<file path="src/rtl/core/u16u8_pkg.sv">
// Shared types, constants and UTF-8 encoding functions for the UTF-16 to UTF-8 transcoder.
// Used by the front, the command queue, the back and the top level.
// Depends on nothing.
package u16u8_pkg;

    // Depth of the command queue between the front and the back.
    localparam int QDEPTH = 4;
    localparam int QPTR_W = $clog2(QDEPTH);
    localparam int QCNT_W = $clog2(QDEPTH + 1);

    // Surrogate prefixes (upper six bits of a code unit).
    localparam logic [5:0] HIGH_SURR_PREFIX = 6'b110110;
    localparam logic [5:0] LOW_SURR_PREFIX  = 6'b110111;

    // Offset of the supplementary planes.
    localparam logic [20:0] SUPP_BASE = 21'h10000;

    // Lead byte marks and the continuation byte mark.
    localparam logic [7:0] LEAD2 = 8'hC0;
    localparam logic [7:0] LEAD3 = 8'hE0;
    localparam logic [7:0] LEAD4 = 8'hF0;
    localparam logic [7:0] CONT  = 8'h80;

    // One unit of work for the back: an optional held high surrogate that is
    // encoded alone, followed by an optional main code point.
    typedef struct packed {
        logic        has_pre;
        logic [15:0] pre_cp;
        logic        has_main;
        logic [20:0] cp;
        logic        stream_end;
    } u16u8_cmd_t;

    // Index of the last byte of the UTF-8 sequence for a code point.
    function automatic logic [1:0] utf8_last_idx(input logic [20:0] cp);
        logic [1:0] idx;
        if (cp < 21'h80)
        begin
            idx = 2'd0;
        end
        else if (cp < 21'h800)
        begin
            idx = 2'd1;
        end
        else if (cp < SUPP_BASE)
        begin
            idx = 2'd2;
        end
        else
        begin
            idx = 2'd3;
        end
        return idx;
    endfunction

    // Byte number k of the UTF-8 sequence for a code point.
    function automatic logic [7:0] utf8_byte_at(input logic [20:0] cp, input logic [1:0] k);
        logic [7:0] b [4];
        b[0] = 8'h00;
        b[1] = 8'h00;
        b[2] = 8'h00;
        b[3] = 8'h00;
        unique case (utf8_last_idx(cp))
            2'd0:
            begin
                b[0] = {1'b0, cp[6:0]};
            end
            2'd1:
            begin
                b[0] = LEAD2 | {3'b000, cp[10:6]};
                b[1] = CONT | {2'b00, cp[5:0]};
            end
            2'd2:
            begin
                b[0] = LEAD3 | {4'b0000, cp[15:12]};
                b[1] = CONT | {2'b00, cp[11:6]};
                b[2] = CONT | {2'b00, cp[5:0]};
            end
            default:
            begin
                b[0] = LEAD4 | {5'b00000, cp[20:18]};
                b[1] = CONT | {2'b00, cp[17:12]};
                b[2] = CONT | {2'b00, cp[11:6]};
                b[3] = CONT | {2'b00, cp[5:0]};
            end
        endcase
        return b[k];
    endfunction

endpackage

</file>
<file path="src/rtl/core/u16u8_front.sv">
// Front of the transcoder: accepts code units, pairs surrogates and issues commands.
// Depends on u16u8_pkg.
module u16u8_front import u16u8_pkg::*;
(
    input  logic        clk,
    input  logic        rst_n,
    input  logic        push,
    output logic        full,
    input  logic [15:0] code_unit,
    input  logic        stream_end,
    input  logic        q_full,
    output logic        q_push,
    output u16u8_cmd_t  q_cmd
);

    logic        pend_valid_reg;
    logic        pend_valid_next;
    logic [15:0] pend_high_reg;
    logic [15:0] pend_high_next;
    logic        accept;
    logic        is_high;
    logic        is_low;
    logic        pair;
    logic        hold;

    // Classify the incoming unit.
    assign is_high = (code_unit[15:10] == HIGH_SURR_PREFIX);
    assign is_low  = (code_unit[15:10] == LOW_SURR_PREFIX);
    assign pair    = pend_valid_reg && is_low;
    assign hold    = is_high && !stream_end;

    // The front stalls only when the queue has no room.
    assign full   = q_full;
    assign accept = push && !q_full;

    // Build the command for this beat.
    always_comb
    begin
        q_cmd.has_pre    = pend_valid_reg && !is_low;
        q_cmd.pre_cp     = pend_high_reg;
        q_cmd.has_main   = !hold;
        q_cmd.cp         = pair ? (SUPP_BASE + {1'b0, pend_high_reg[9:0], code_unit[9:0]})
                                : {5'd0, code_unit};
        q_cmd.stream_end = stream_end;
    end

    assign q_push = accept && (q_cmd.has_pre || q_cmd.has_main);

    // Held high surrogate.
    always_comb
    begin
        pend_valid_next = pend_valid_reg;
        pend_high_next  = pend_high_reg;
        if (accept)
        begin
            pend_valid_next = hold;
            pend_high_next  = hold ? code_unit : 16'h0000;
        end
    end

    always_ff @(posedge clk or negedge rst_n)
    begin
        if (!rst_n)
        begin
            pend_valid_reg <= 1'b0;
            pend_high_reg  <= 16'h0000;
        end
        else
        begin
            pend_valid_reg <= pend_valid_next;
            pend_high_reg  <= pend_high_next;
        end
    end

endmodule

</file>
<file path="src/rtl/core/u16u8_queue.sv">
// Short command queue that decouples the front from the back.
// Depends on u16u8_pkg.
module u16u8_queue import u16u8_pkg::*;
(
    input  logic       clk,
    input  logic       rst_n,
    input  logic       q_push,
    input  u16u8_cmd_t q_din,
    output logic       q_full,
    input  logic       q_pop,
    output logic       q_empty,
    output u16u8_cmd_t q_head
);

    u16u8_cmd_t        mem [QDEPTH];
    logic [QPTR_W-1:0] wr_ptr_reg;
    logic [QPTR_W-1:0] wr_ptr_next;
    logic [QPTR_W-1:0] rd_ptr_reg;
    logic [QPTR_W-1:0] rd_ptr_next;
    logic [QCNT_W-1:0] count_reg;
    logic [QCNT_W-1:0] count_next;
    logic              do_push;
    logic              do_pop;

    assign q_full  = (count_reg == QCNT_W'(QDEPTH));
    assign q_empty = (count_reg == '0);
    assign q_head  = mem[rd_ptr_reg];
    assign do_push = q_push && !q_full;
    assign do_pop  = q_pop && !q_empty;

    // Pointer and fill count update.
    always_comb
    begin
        wr_ptr_next = do_push ? wr_ptr_reg + 1'b1 : wr_ptr_reg;
        rd_ptr_next = do_pop ? rd_ptr_reg + 1'b1 : rd_ptr_reg;
        count_next  = count_reg;
        if (do_push && !do_pop)
        begin
            count_next = count_reg + 1'b1;
        end
        else if (do_pop && !do_push)
        begin
            count_next = count_reg - 1'b1;
        end
    end

    always_ff @(posedge clk or negedge rst_n)
    begin
        if (!rst_n)
        begin
            wr_ptr_reg <= '0;
            rd_ptr_reg <= '0;
            count_reg  <= '0;
        end
        else
        begin
            wr_ptr_reg <= wr_ptr_next;
            rd_ptr_reg <= rd_ptr_next;
            count_reg  <= count_next;
        end
    end

    // Storage needs no reset.
    always_ff @(posedge clk)
    begin
        if (do_push)
        begin
            mem[wr_ptr_reg] <= q_din;
        end
    end

endmodule

</file>
<file path="src/rtl/core/u16u8_back.sv">
// Back: turns commands into UTF-8 bytes in an output register, one per cycle while not stalled.
// Depends on u16u8_pkg.
module u16u8_back import u16u8_pkg::*;
(
    input  logic       clk,
    input  logic       rst_n,
    input  logic       q_empty,
    input  u16u8_cmd_t q_head,
    output logic       q_pop,
    output logic       empty,
    input  logic       pop,
    output logic [7:0] utf8_byte,
    output logic       run_last,
    output logic       string_last
);

    typedef enum logic {SEG_PRE, SEG_MAIN} seg_t;

    logic        busy_reg;
    logic        busy_next;
    seg_t        seg_reg;
    seg_t        seg_next;
    logic [1:0]  idx_reg;
    logic [1:0]  idx_next;
    u16u8_cmd_t  cmd_reg;
    logic        out_valid_reg;
    logic        out_valid_next;
    logic [7:0]  byte_reg;
    logic        run_last_reg;
    logic        string_last_reg;
    logic [20:0] cur_cp;
    logic        out_free;
    logic        step;
    logic        seg_end;
    logic        cmd_done;
    logic        load;

    // Current code point and sequencing conditions.
    assign cur_cp   = (seg_reg == SEG_MAIN) ? cmd_reg.cp : {5'd0, cmd_reg.pre_cp};
    assign out_free = !out_valid_reg || pop;
    assign step     = busy_reg && out_free;
    assign seg_end  = (idx_reg == utf8_last_idx(cur_cp));
    assign cmd_done = seg_end && ((seg_reg == SEG_MAIN) || !cmd_reg.has_main);
    assign load     = (!busy_reg || (step && cmd_done)) && !q_empty;
    assign q_pop    = load;

    // Next state of the byte sequencer and the output register valid.
    always_comb
    begin
        busy_next      = busy_reg;
        seg_next       = seg_reg;
        idx_next       = idx_reg;
        out_valid_next = out_valid_reg;
        if (step)
        begin
            out_valid_next = 1'b1;
        end
        else if (pop)
        begin
            out_valid_next = 1'b0;
        end
        if (load)
        begin
            busy_next = 1'b1;
            seg_next  = q_head.has_pre ? SEG_PRE : SEG_MAIN;
            idx_next  = 2'd0;
        end
        else if (step)
        begin
            if (cmd_done)
            begin
                busy_next = 1'b0;
                idx_next  = 2'd0;
            end
            else if (seg_end)
            begin
                seg_next = SEG_MAIN;
                idx_next = 2'd0;
            end
            else
            begin
                idx_next = idx_reg + 1'b1;
            end
        end
    end

    always_ff @(posedge clk or negedge rst_n)
    begin
        if (!rst_n)
        begin
            busy_reg      <= 1'b0;
            seg_reg       <= SEG_PRE;
            idx_reg       <= 2'd0;
            out_valid_reg <= 1'b0;
        end
        else
        begin
            busy_reg      <= busy_next;
            seg_reg       <= seg_next;
            idx_reg       <= idx_next;
            out_valid_reg <= out_valid_next;
        end
    end

    // Payload registers: the command in work and the outgoing beat.
    always_ff @(posedge clk)
    begin
        if (load)
        begin
            cmd_reg <= q_head;
        end
        if (step)
        begin
            byte_reg        <= utf8_byte_at(cur_cp, idx_reg);
            run_last_reg    <= cmd_done;
            string_last_reg <= cmd_done && cmd_reg.stream_end;
        end
    end

    assign empty       = !out_valid_reg;
    assign utf8_byte   = byte_reg;
    assign run_last    = run_last_reg;
    assign string_last = string_last_reg;

endmodule

</file>
<file path="src/rtl/core/utf16_to_utf8_transcoder.sv">
// UTF-16 to UTF-8 transcoder: top level joining the front, the command queue and the back.
// Depends on u16u8_pkg, u16u8_front, u16u8_queue and u16u8_back.
//
// Usage:
// The input side is a queue write port: a beat carrying one UTF-16 code unit and its
// stream_end flag is taken on a clock edge where push is high and full is low.
// The result side is a queue read port: while empty is low, the oldest UTF-8 byte is
// on utf8_byte with run_last (last byte caused by its input beat) and string_last
// (final byte of the string); it is taken on an edge where pop is high.
// A high surrogate without stream_end is held and produces no bytes until the next
// unit arrives; the pair then yields four bytes, or the lone surrogate three.
// The first byte of a beat passes through the command queue, the command register of the
// back and the output register before it is visible. Throughput: one output byte per cycle
// while the receiver does not stall, set by the single byte sequencer in the back, so a code
// unit yields zero to six bytes (about three for BMP text beyond Latin); a four-entry command
// queue lets the input keep flowing while the back is busy or the receiver stalls.
// When the receiver stalls, the byte stays on the ports, the back halts, the queue
// fills and full then rises. Reset empties the queue and the output register and
// drops any held surrogate.
module utf16_to_utf8_transcoder import u16u8_pkg::*;
(
    input  logic        clk,
    input  logic        rst_n,
    input  logic        push,
    output logic        full,
    input  logic [15:0] code_unit,
    input  logic        stream_end,
    output logic        empty,
    input  logic        pop,
    output logic [7:0]  utf8_byte,
    output logic        run_last,
    output logic        string_last
);

    u16u8_cmd_t front_cmd;
    u16u8_cmd_t head_cmd;
    logic       q_push;
    logic       q_full;
    logic       q_pop;
    logic       q_empty;

    // Front: surrogate pairing and command issue.
    u16u8_front u_front
    (
        .clk        (clk),
        .rst_n      (rst_n),
        .push       (push),
        .full       (full),
        .code_unit  (code_unit),
        .stream_end (stream_end),
        .q_full     (q_full),
        .q_push     (q_push),
        .q_cmd      (front_cmd)
    );

    // Command queue between the two halves.
    u16u8_queue u_queue
    (
        .clk     (clk),
        .rst_n   (rst_n),
        .q_push  (q_push),
        .q_din   (front_cmd),
        .q_full  (q_full),
        .q_pop   (q_pop),
        .q_empty (q_empty),
        .q_head  (head_cmd)
    );

    // Back: byte sequencer and output register.
    u16u8_back u_back
    (
        .clk         (clk),
        .rst_n       (rst_n),
        .q_empty     (q_empty),
        .q_head      (head_cmd),
        .q_pop       (q_pop),
        .empty       (empty),
        .pop         (pop),
        .utf8_byte   (utf8_byte),
        .run_last    (run_last),
        .string_last (string_last)
    );

endmodule
</file>
<file path="config.mk">
export PLATFORM = sky130hd
export DESIGN_NAME = utf16_to_utf8_transcoder
export DESIGN_NICKNAME = d
export VERILOG_FILES = /design/src/rtl/core/u16u8_pkg.sv /design/src/rtl/core/u16u8_front.sv /design/src/rtl/core/u16u8_queue.sv /design/src/rtl/core/u16u8_back.sv /design/src/rtl/core/utf16_to_utf8_transcoder.sv
export SDC_FILE = /design/constraint.sdc
export NUM_CORES = 1
export LEC_CHECK = 0
export BUFFER_PORTS_ARGS = -buffer_cell sky130_fd_sc_hd__buf_2
export CORE_AREA = 3 3 146 148
export DETAILED_ROUTE_END_ITERATION = 8
export DIE_AREA = 0 0 149 151
export PLACE_DENSITY_LB_ADDON = 0.3
export SYNTH_ARGS = -nofsm -noshare
export SYNTH_HDL_FRONTEND = slang
export SYNTH_HIERARCHICAL = 1
export SYNTH_SLANG_ARGS = --single-unit
</file>
<file path="constraint.sdc">
create_clock -name clk -period 5.1 [get_ports clk]
set_input_delay 1.02 -clock clk [delete_from_list [all_inputs] [get_ports clk]]
set_output_delay 1.02 -clock clk [all_outputs]
set_load 0.01 [all_outputs]
</file>
# Yosys cells after proc, flatten, opt, wreduce, memory -nomap -nowiden
# Memories as Yosys holds them, arrays and structs flattened.
# Cells that the tools add are included.
totals:
  input_bits: 21
  wordCells: 110
  out_inout_bits: 12
  mem_bits_rw: 160
  mem_count: 1
  regBits: 78
classes:
  muxes: 36
  order_cmp: 4
  n_reduce_logical: 39
  add_sub_neg: 6
  n_eq_ne: 7
  bitwise: 1
mem_list:
  columns: ["memory", "depth", "word_bits", "read_ports", "rd_ports_with_merged_regs", "write_ports", "line", "source"]
  rows:
  - ["u_queue.mem", 4, 40, 1, 0, 1, "u16u8_queue.sv:15", "u16u8_cmd_t mem [QDEPTH];"]
op_table:
  columns: ["operator", "count"]
  rows:
  - ["$mux W8", 7]
  - ["$pmux W8 S3", 2]
  - ["$mux W21", 2]
  - ["$add A17 B20 Y21 const A", 1]
  - ["$lt A21 B12 Y1 const B", 1]
  - ["$lt A21 B17 Y1 const B", 1]
  - ["$lt A21 B8 Y1 const B", 1]
  - ["$bmux W8 S2", 1]
  - ["$mux W16", 1]
  - ["$pmux W8 S2", 1]
  - ["$logic_and A1 B1 Y1", 14]
  - ["$mux W2", 7]
  - ["$mux W1", 13]
  - ["$eq A6 B6 Y1 const B", 2]
  - ["$logic_not A1 Y1", 10]
  - ["$reduce_bool A2 Y1", 5]
  - ["$add A2 B1 Y2 const B", 3]
  - ["$mux W3", 2]
  - ["$logic_or A1 B1 Y1", 4]
  - ["$add A3 B1 Y3 const B", 1]
  - ["$eq A3 B3 Y1 const B", 1]
  - ["$ge A3 B3 Y1 const B", 1]
  - ["$logic_not A3 Y1", 1]
  - ["$not A2 Y3", 1]
  - ["other kinds (10)", 10]

# Depth between registers and ports, before layout
depth:
  depth_word: 14
  mapped_depth: 13
  depth_no_buf: 12

# Hierarchy
# The synthesis kept the hierarchy.
by_module_without_submodules:
  columns: ["mod", "instances", "seq_area_each_um2", "area_each_um2", "cells_each"]
  rows:
  - ["u16u8_queue", 1, 4979.8, 6253.5, 246]
  - ["u16u8_back", 1, 1596.5, 2645.0, 210]
  - ["u16u8_front", 1, 425.4, 934.6, 107]

# Least setup slack after synthesis
# No wires, ideal clock.
synth_timing:
  path_kind: "register to register"
  from: "reg u_back/cmd_reg[18] (netlist bit)"
  to: "reg u_queue.count_reg[1]"
  required_ps: 4975
  period_less_slack_ps: 3872
  setup_slack_ps: 1228
  path_buffers: 0
  setup_ps: 125
  arrival_time_ps: 3747
  path_stages_with_launch: 11
  cell_sequence: "edfxtp_1 > or3_1 > o31ai_1 > and4b_1 > a211oi_2 > o22ai_2 > nand2_1 > ha_1 > inv_1 > fa_1 > mux2_2"
synth_via:
  elab_chain_cells: 14
  elab_cells_between_ends: 18
  classes_between: "order compare (3); eq/ne (1); mux (5); reduce/logical (9)"
synth_lines:
  columns: ["element", "line", "source"]
  rows:
  - ["from (decl)", "u16u8_back.sv:25", "u16u8_cmd_t cmd_reg;"]
  - ["from (signal assigned)", "u16u8_back.sv:110", "cmd_reg <= q_head;"]
  - ["$mux W21 (*)", "u16u8_back.sv:39", "assign cur_cp = (seg_reg == SEG_MAIN) ? cmd_reg.cp : {5'd0, cmd_reg.pre_cp};"]
  - ["$lt A21 B17 Y1", "u16u8_pkg.sv:45", "else if (cp < SUPP_BASE)"]
  - ["$mux W1", "u16u8_pkg.sv:45", null]
  - ["$mux W2", "u16u8_pkg.sv:41", "else if (cp < 21'h800)"]
  - ["$mux W2 (*)", "u16u8_pkg.sv:37", "if (cp < 21'h80)"]
  - ["$eq A2 B2 Y1 (*)", "u16u8_back.sv:42", "assign seg_end = (idx_reg == utf8_last_idx(cur_cp));"]
  - ["$logic_and A1 B1 Y1 (*)", "u16u8_back.sv:43", "assign cmd_done = seg_end && ((seg_reg == SEG_MAIN) || !cmd_reg.has_main);"]
  - ["$logic_and A1 B1 Y1 (*)", "u16u8_back.sv:44", "assign load = (!busy_reg || (step && cmd_done)) && !q_empty;"]
  - ["$logic_or A1 B1 Y1 (*)", "u16u8_back.sv:44", null]
  - ["$logic_and A1 B1 Y1 (*)", "u16u8_back.sv:44", null]
  - ["via q_pop", "utf16_to_utf8_transcoder.sv:39", "logic q_pop;"]
  - ["$logic_and A1 B1 Y1 (*)", "u16u8_queue.sv:29", "assign do_pop = q_pop && !q_empty;"]
  - ["$logic_not A1 Y1 (*)", "u16u8_queue.sv:37", "if (do_push && !do_pop)"]
  - ["$logic_and A1 B1 Y1 (*)", "u16u8_queue.sv:37", null]
  - ["$mux W3 (*)", "u16u8_queue.sv:37", null]
  - ["via u_queue.count_next[1]", "u16u8_queue.sv:21", "logic [QCNT_W-1:0] count_next;"]
  - ["to (signal assigned)", "u16u8_queue.sv:59", "count_reg <= count_next;"]
  - ["to (decl)", "u16u8_queue.sv:20", "logic [QCNT_W-1:0] count_reg;"]
# Mark *: on every way through the listed nets, which the timed path passes. The rest lies on a longest branch.
# A chain may end at the register's enable or synchronous reset.

# Worst setup path after layout
layout_timing:
  from: "reg u_back.seg_reg"
  to: "reg u_back.byte_reg[3] (netlist: u_back/utf8_byte[3]), data pin"
layout_via:
  elab_chain_cells: 13
  elab_cells_between_ends: 24
  classes_between: "order compare (3); eq/ne (2); mux (16); reduce/logical (3)"
layout_lines:
  columns: ["element", "line", "source"]
  rows:
  - ["from (decl)", "u16u8_back.sv:21", "seg_t seg_reg;"]
  - ["from (signal assigned)", "u16u8_back.sv:99", "seg_reg <= seg_next;"]
  - ["$mux W21 (*)", "u16u8_back.sv:39", null]
  - ["$lt A21 B17 Y1", "u16u8_pkg.sv:45", null]
  - ["$mux W1", "u16u8_pkg.sv:45", null]
  - ["$mux W2", "u16u8_pkg.sv:41", null]
  - ["$mux W2", "u16u8_pkg.sv:37", null]
  - ["$mux W2", "u16u8_back.sv:112", "if (step)"]
  - ["$eq A2 B1 Y1, or another cell as far along", "u16u8_pkg.sv:63", "unique case (utf8_last_idx(cp))"]
  - ["$reduce_or A2 Y1 (no line) or $reduce_or A3 Y1 (tied branches)", null, null]
  - ["$pmux W8 S2 or $mux W8 (tied branches)", "u16u8_pkg.sv:63", null]
  - ["$mux W8", "u16u8_back.sv:112", null]
  - ["$bmux W8 S2 (*)", "u16u8_pkg.sv:87", "return b[k];"]
  - ["$mux W8 (not written as such) (*) (2 in series)", "u16u8_pkg.sv:87", null]
  - ["to (signal assigned)", "u16u8_back.sv:114", "byte_reg <= utf8_byte_at(cur_cp, idx_reg);"]
  - ["to (decl)", "u16u8_back.sv:28", "logic [7:0] byte_reg;"]
# Mark *: on every way between the ends. The rest lies on a longest branch, timed or not. The select of a mux whose other input is x is not followed.

==> out/summary.json <==
{
  "detailed_routing": {
    "num_vias": 5004,
    "drcViolationCount": 0,
    "drt-pass1-iter-count": 5,
    "totalWireLength_mm": 18.8,
    "ratio_of_routed_vias_to_standard_cells": 5.71,
    "wire_per_inst_um": 21.4,
    "route.antenna.remaining_nets": 0,
    "initialDrtViolationCount": 498
  },
  "synthesis": {
    "synthMostInstantiatedCell": "edfxtp_1",
    "postSynth.asyncResetShare_pct": 12.2,
    "synth_top_cell_area_share_pct": 63.8,
    "postSynthAreaPerCell_um2": 17.5,
    "synth-seq-cells": 238,
    "netlist_top_cells_area": "edfxtp_1 64%, mux4_2 8.7%, dfrtp_1 7.4%",
    "synth_edf_count": 209,
    "synth_largest_area_cell": "edfxtp_1",
    "synthesis.nets": 595,
    "yosys_most_used_dff": "edfxtp_1",
    "synth_cell_types": 55,
    "synthesis.area_mm2": 0.00983,
    "post_synth_most_frequent_cells": "209 x edfxtp_1, 38 x mux4_2, 37 x nand2_1, 30 x o21ai_0, 29 x dfrtp_1",
    "seq_area_frac_synth_pct": 71.2,
    "synth_warnings": 6,
    "syn-instance-count": 563
  },
  "critical_path": {
    "critical_path_arrival_ps": 4310,
    "worst-endpoint-required_ps": 5330,
    "reg2reg_setup_slack_ps": 1010,
    "critPathMaxStageDelay_ps": 1100,
    "timing.rr.start": "u_back/seg_reg",
    "critical_path.max_fanout": 36,
    "timing.critical_path.from_type": "register",
    "worst-r2r-cell-count": 11,
    "worstSetupEndpointType": "register",
    "timing.setup.critical_path_class": "reg2reg",
    "critical_path.cell_chain": "nor4b_1 > a22oi_2 > inv_1 > a21oi_1 > inv_1 > ha_1 > nor2b_1 > a22oi_1 > nor2_1 > a31oi_1 > a21oi_1",
    "slowest_stage": "dfrtp_1",
    "regToRegEndpoint": "u_back/utf8_byte[3]"
  },
  "finish": {
    "largest_reg_flops": 160,
    "nNetsFinal": 620,
    "drive_gt1_share_pct": 24.1,
    "fill_cells": 1609,
    "n_antenna_cell": 0,
    "post-route-util_pct": 54.0,
    "areaGrowthSynthToFinish_pct": 10.8,
    "fin_area_mm2": 0.0109,
    "multi_input_area_mm2": 0.00247,
    "register_area_mm2": 0.00700
  },
  "timing": {
    "report.final.hold_viol_count": 0,
    "worst_slew_margin_rel_pct": 23.6,
    "finalCritPeriodShare_pct": 80.1,
    "rsz_0062_raised_after_global_routing": "false",
    "setup_viol_count_final": 0,
    "max_freq_mhz": 245,
    "holdWs_ps": 478,
    "layout_min_cycle_time_ps": 4090,
    "worst_slew_pin_slew_ps": 1150,
    "fin_setup_tns_ps": 0,
    "final_max_slew_viol_count": 0,
    "setup_ws_ps": 1010,
    "layout_skew_ps": 8.44
  },
  "placement": {
    "placed_cell_area_mm2": 0.0101,
    "dpl.hpwl_mm": 11.9,
    "gpl.final_weighted_congestion": 0.832,
    "io_buffers": 32,
    "placement.setup.worst_slack_ps": 1070
  },
  "global_routing": {
    "grt_pass1_vias": 5106,
    "pin_count_of_the_biggest_net_entering_global_routing": 43,
    "grt_antenna_before_repair": 0,
    "globalRouteTotalUtil_pct": 17.4,
    "grt_pass1_wl_mm": 29.9,
    "grt-ovfl-total": 0
  },
  "clocking": {
    "cts_tree": "built",
    "clk_transition_reported_paths_ps": 60,
    "cts_setup_buffers": 0,
    "insertion_delay_ps": 510,
    "clock_tree.root_cell": "clkbuf_16",
    "numClockSinks": 238,
    "cts_max_level": 1,
    "cts_buffers": 25,
    "cts-root-to-sink-buffers": 3,
    "cts_hold_fix_bufs": 0,
    "cts_resizes": 0
  },
  "floorplan": {
    "floorplan.die_area_mm2": 0.0225,
    "die_height_um": 151,
    "design.portCount": 33,
    "core-area_mm2": 0.0202,
    "start_util_pct": 48.8,
    "rows": 52,
    "die_width_um": 149
  },
  "min_path": {
    "timing.hold.worst.start": "u_queue/count_reg[2]",
    "timing.hold.worst_path_depth": 1,
    "hold_end": "u_queue/count_reg[2]",
    "worst_hold_path_type": "reg2reg"
  },
  "power_and_ir_drop": {
    "peakVddDrop_mv": 0.348,
    "power_per_cell_area_mw_per_mm2": 558,
    "cellLeakagePower_nw": 3.80
  },
  "run_status": {
    "run_status": "finished clean"
  },
  "job": {
    "maxCapViolCount": 0
  }
}
-- per-layer routing --
| metal | GRT usage, % | part of all wire, % |
|---|---|---|
| met3 | 2.72 | 5.7 |
| met2 | 28.1 | 48 |
| met4 | 4.62 | 1.9 |
| met5 | 0 | 0 |
| met1 | 25.3 | 44 |
-- cell type report --
class | instances | area share [%]
well taps | 270 | 3.10
flip-flops and latches | 238 | 64.3
multi-input cells | 266 | 22.7
clock inverters | 13 | 1.09
clock buffers | 33 | 6.20
inverters | 16 | 0.551
repair buffers | 41 | 2.09
-- layout by cell type, fill, tap and decap left out, types with 11 or more instances in the layout --
master and n:
buf_2 32, clkbuf_16 25, dfrtp_1 28, edfxtp_1 209, inv_1 16, mux2_2 16, mux4_2 38, nand2_1 37
nand3_1 11, nor2_1 15, o21ai_0 30
-- stage by stage --
stage          total power, mW  cells
2_1_floorplan             4.04    563
3_3_place_gp              4.36    831
3_5_place_dp              4.41    831
4_1_cts                   6.14    877
5_1_grt                   6.40    877
6_report                  6.08    877
-- cells by family (layout without fill, tap and decap cells) --
logic type	after synthesis	in the layout	share of synthesized area, %
DFF	238	238	71.2
and+or+nand+nor	99	99	5.34
AOI/OAI and AO/OA	88	88	5.98
muxes	59	59	11.4
buffers and inverters	59	103	3.77
adders and majority gates	11	11	1.48
xor gates and xnor gates	9	9	0.802
-- worst max-delay path: cells and delay by family, from the launching register on --
family,cells,cell delay (ps)
adder cells (fa/ha/maj),1,890
AO/OA/AOI/OAI,5,800
AND/OR/NAND/NOR,3,790
flip-flops,1,1100
buffers and inverters,2,210
-- worst max path at each step --
stage	depth (start not counted)	end	from
finish	11	u_back/utf8_byte[3]	u_back/seg_reg
global route	10	u_back/utf8_byte[3]	u_back/seg_reg
CTS	11	u_back/utf8_byte[3]	u_back/seg_reg
detailed placement	11	u_back/utf8_byte[3]	u_back/seg_reg
global placement	10	u_back/utf8_byte[3]	u_back/seg_reg
floorplan	10	u_queue/count_reg[1]	u_back/cmd_reg[18]
-- power breakdown --
| part | internal [mW] | leakage [nW] | switching (mW) |
|---|---|---|---|
| clock | 1.03 | 0.386 | 0.698 |
| sequential | 2.59 | 2.38 | 0.256 |
| combinational | 0.667 | 1.03 | 0.838 |
| total | 4.29 | 3.80 | 1.79 |
Note: power is estimated with default switching activity, not from simulation.
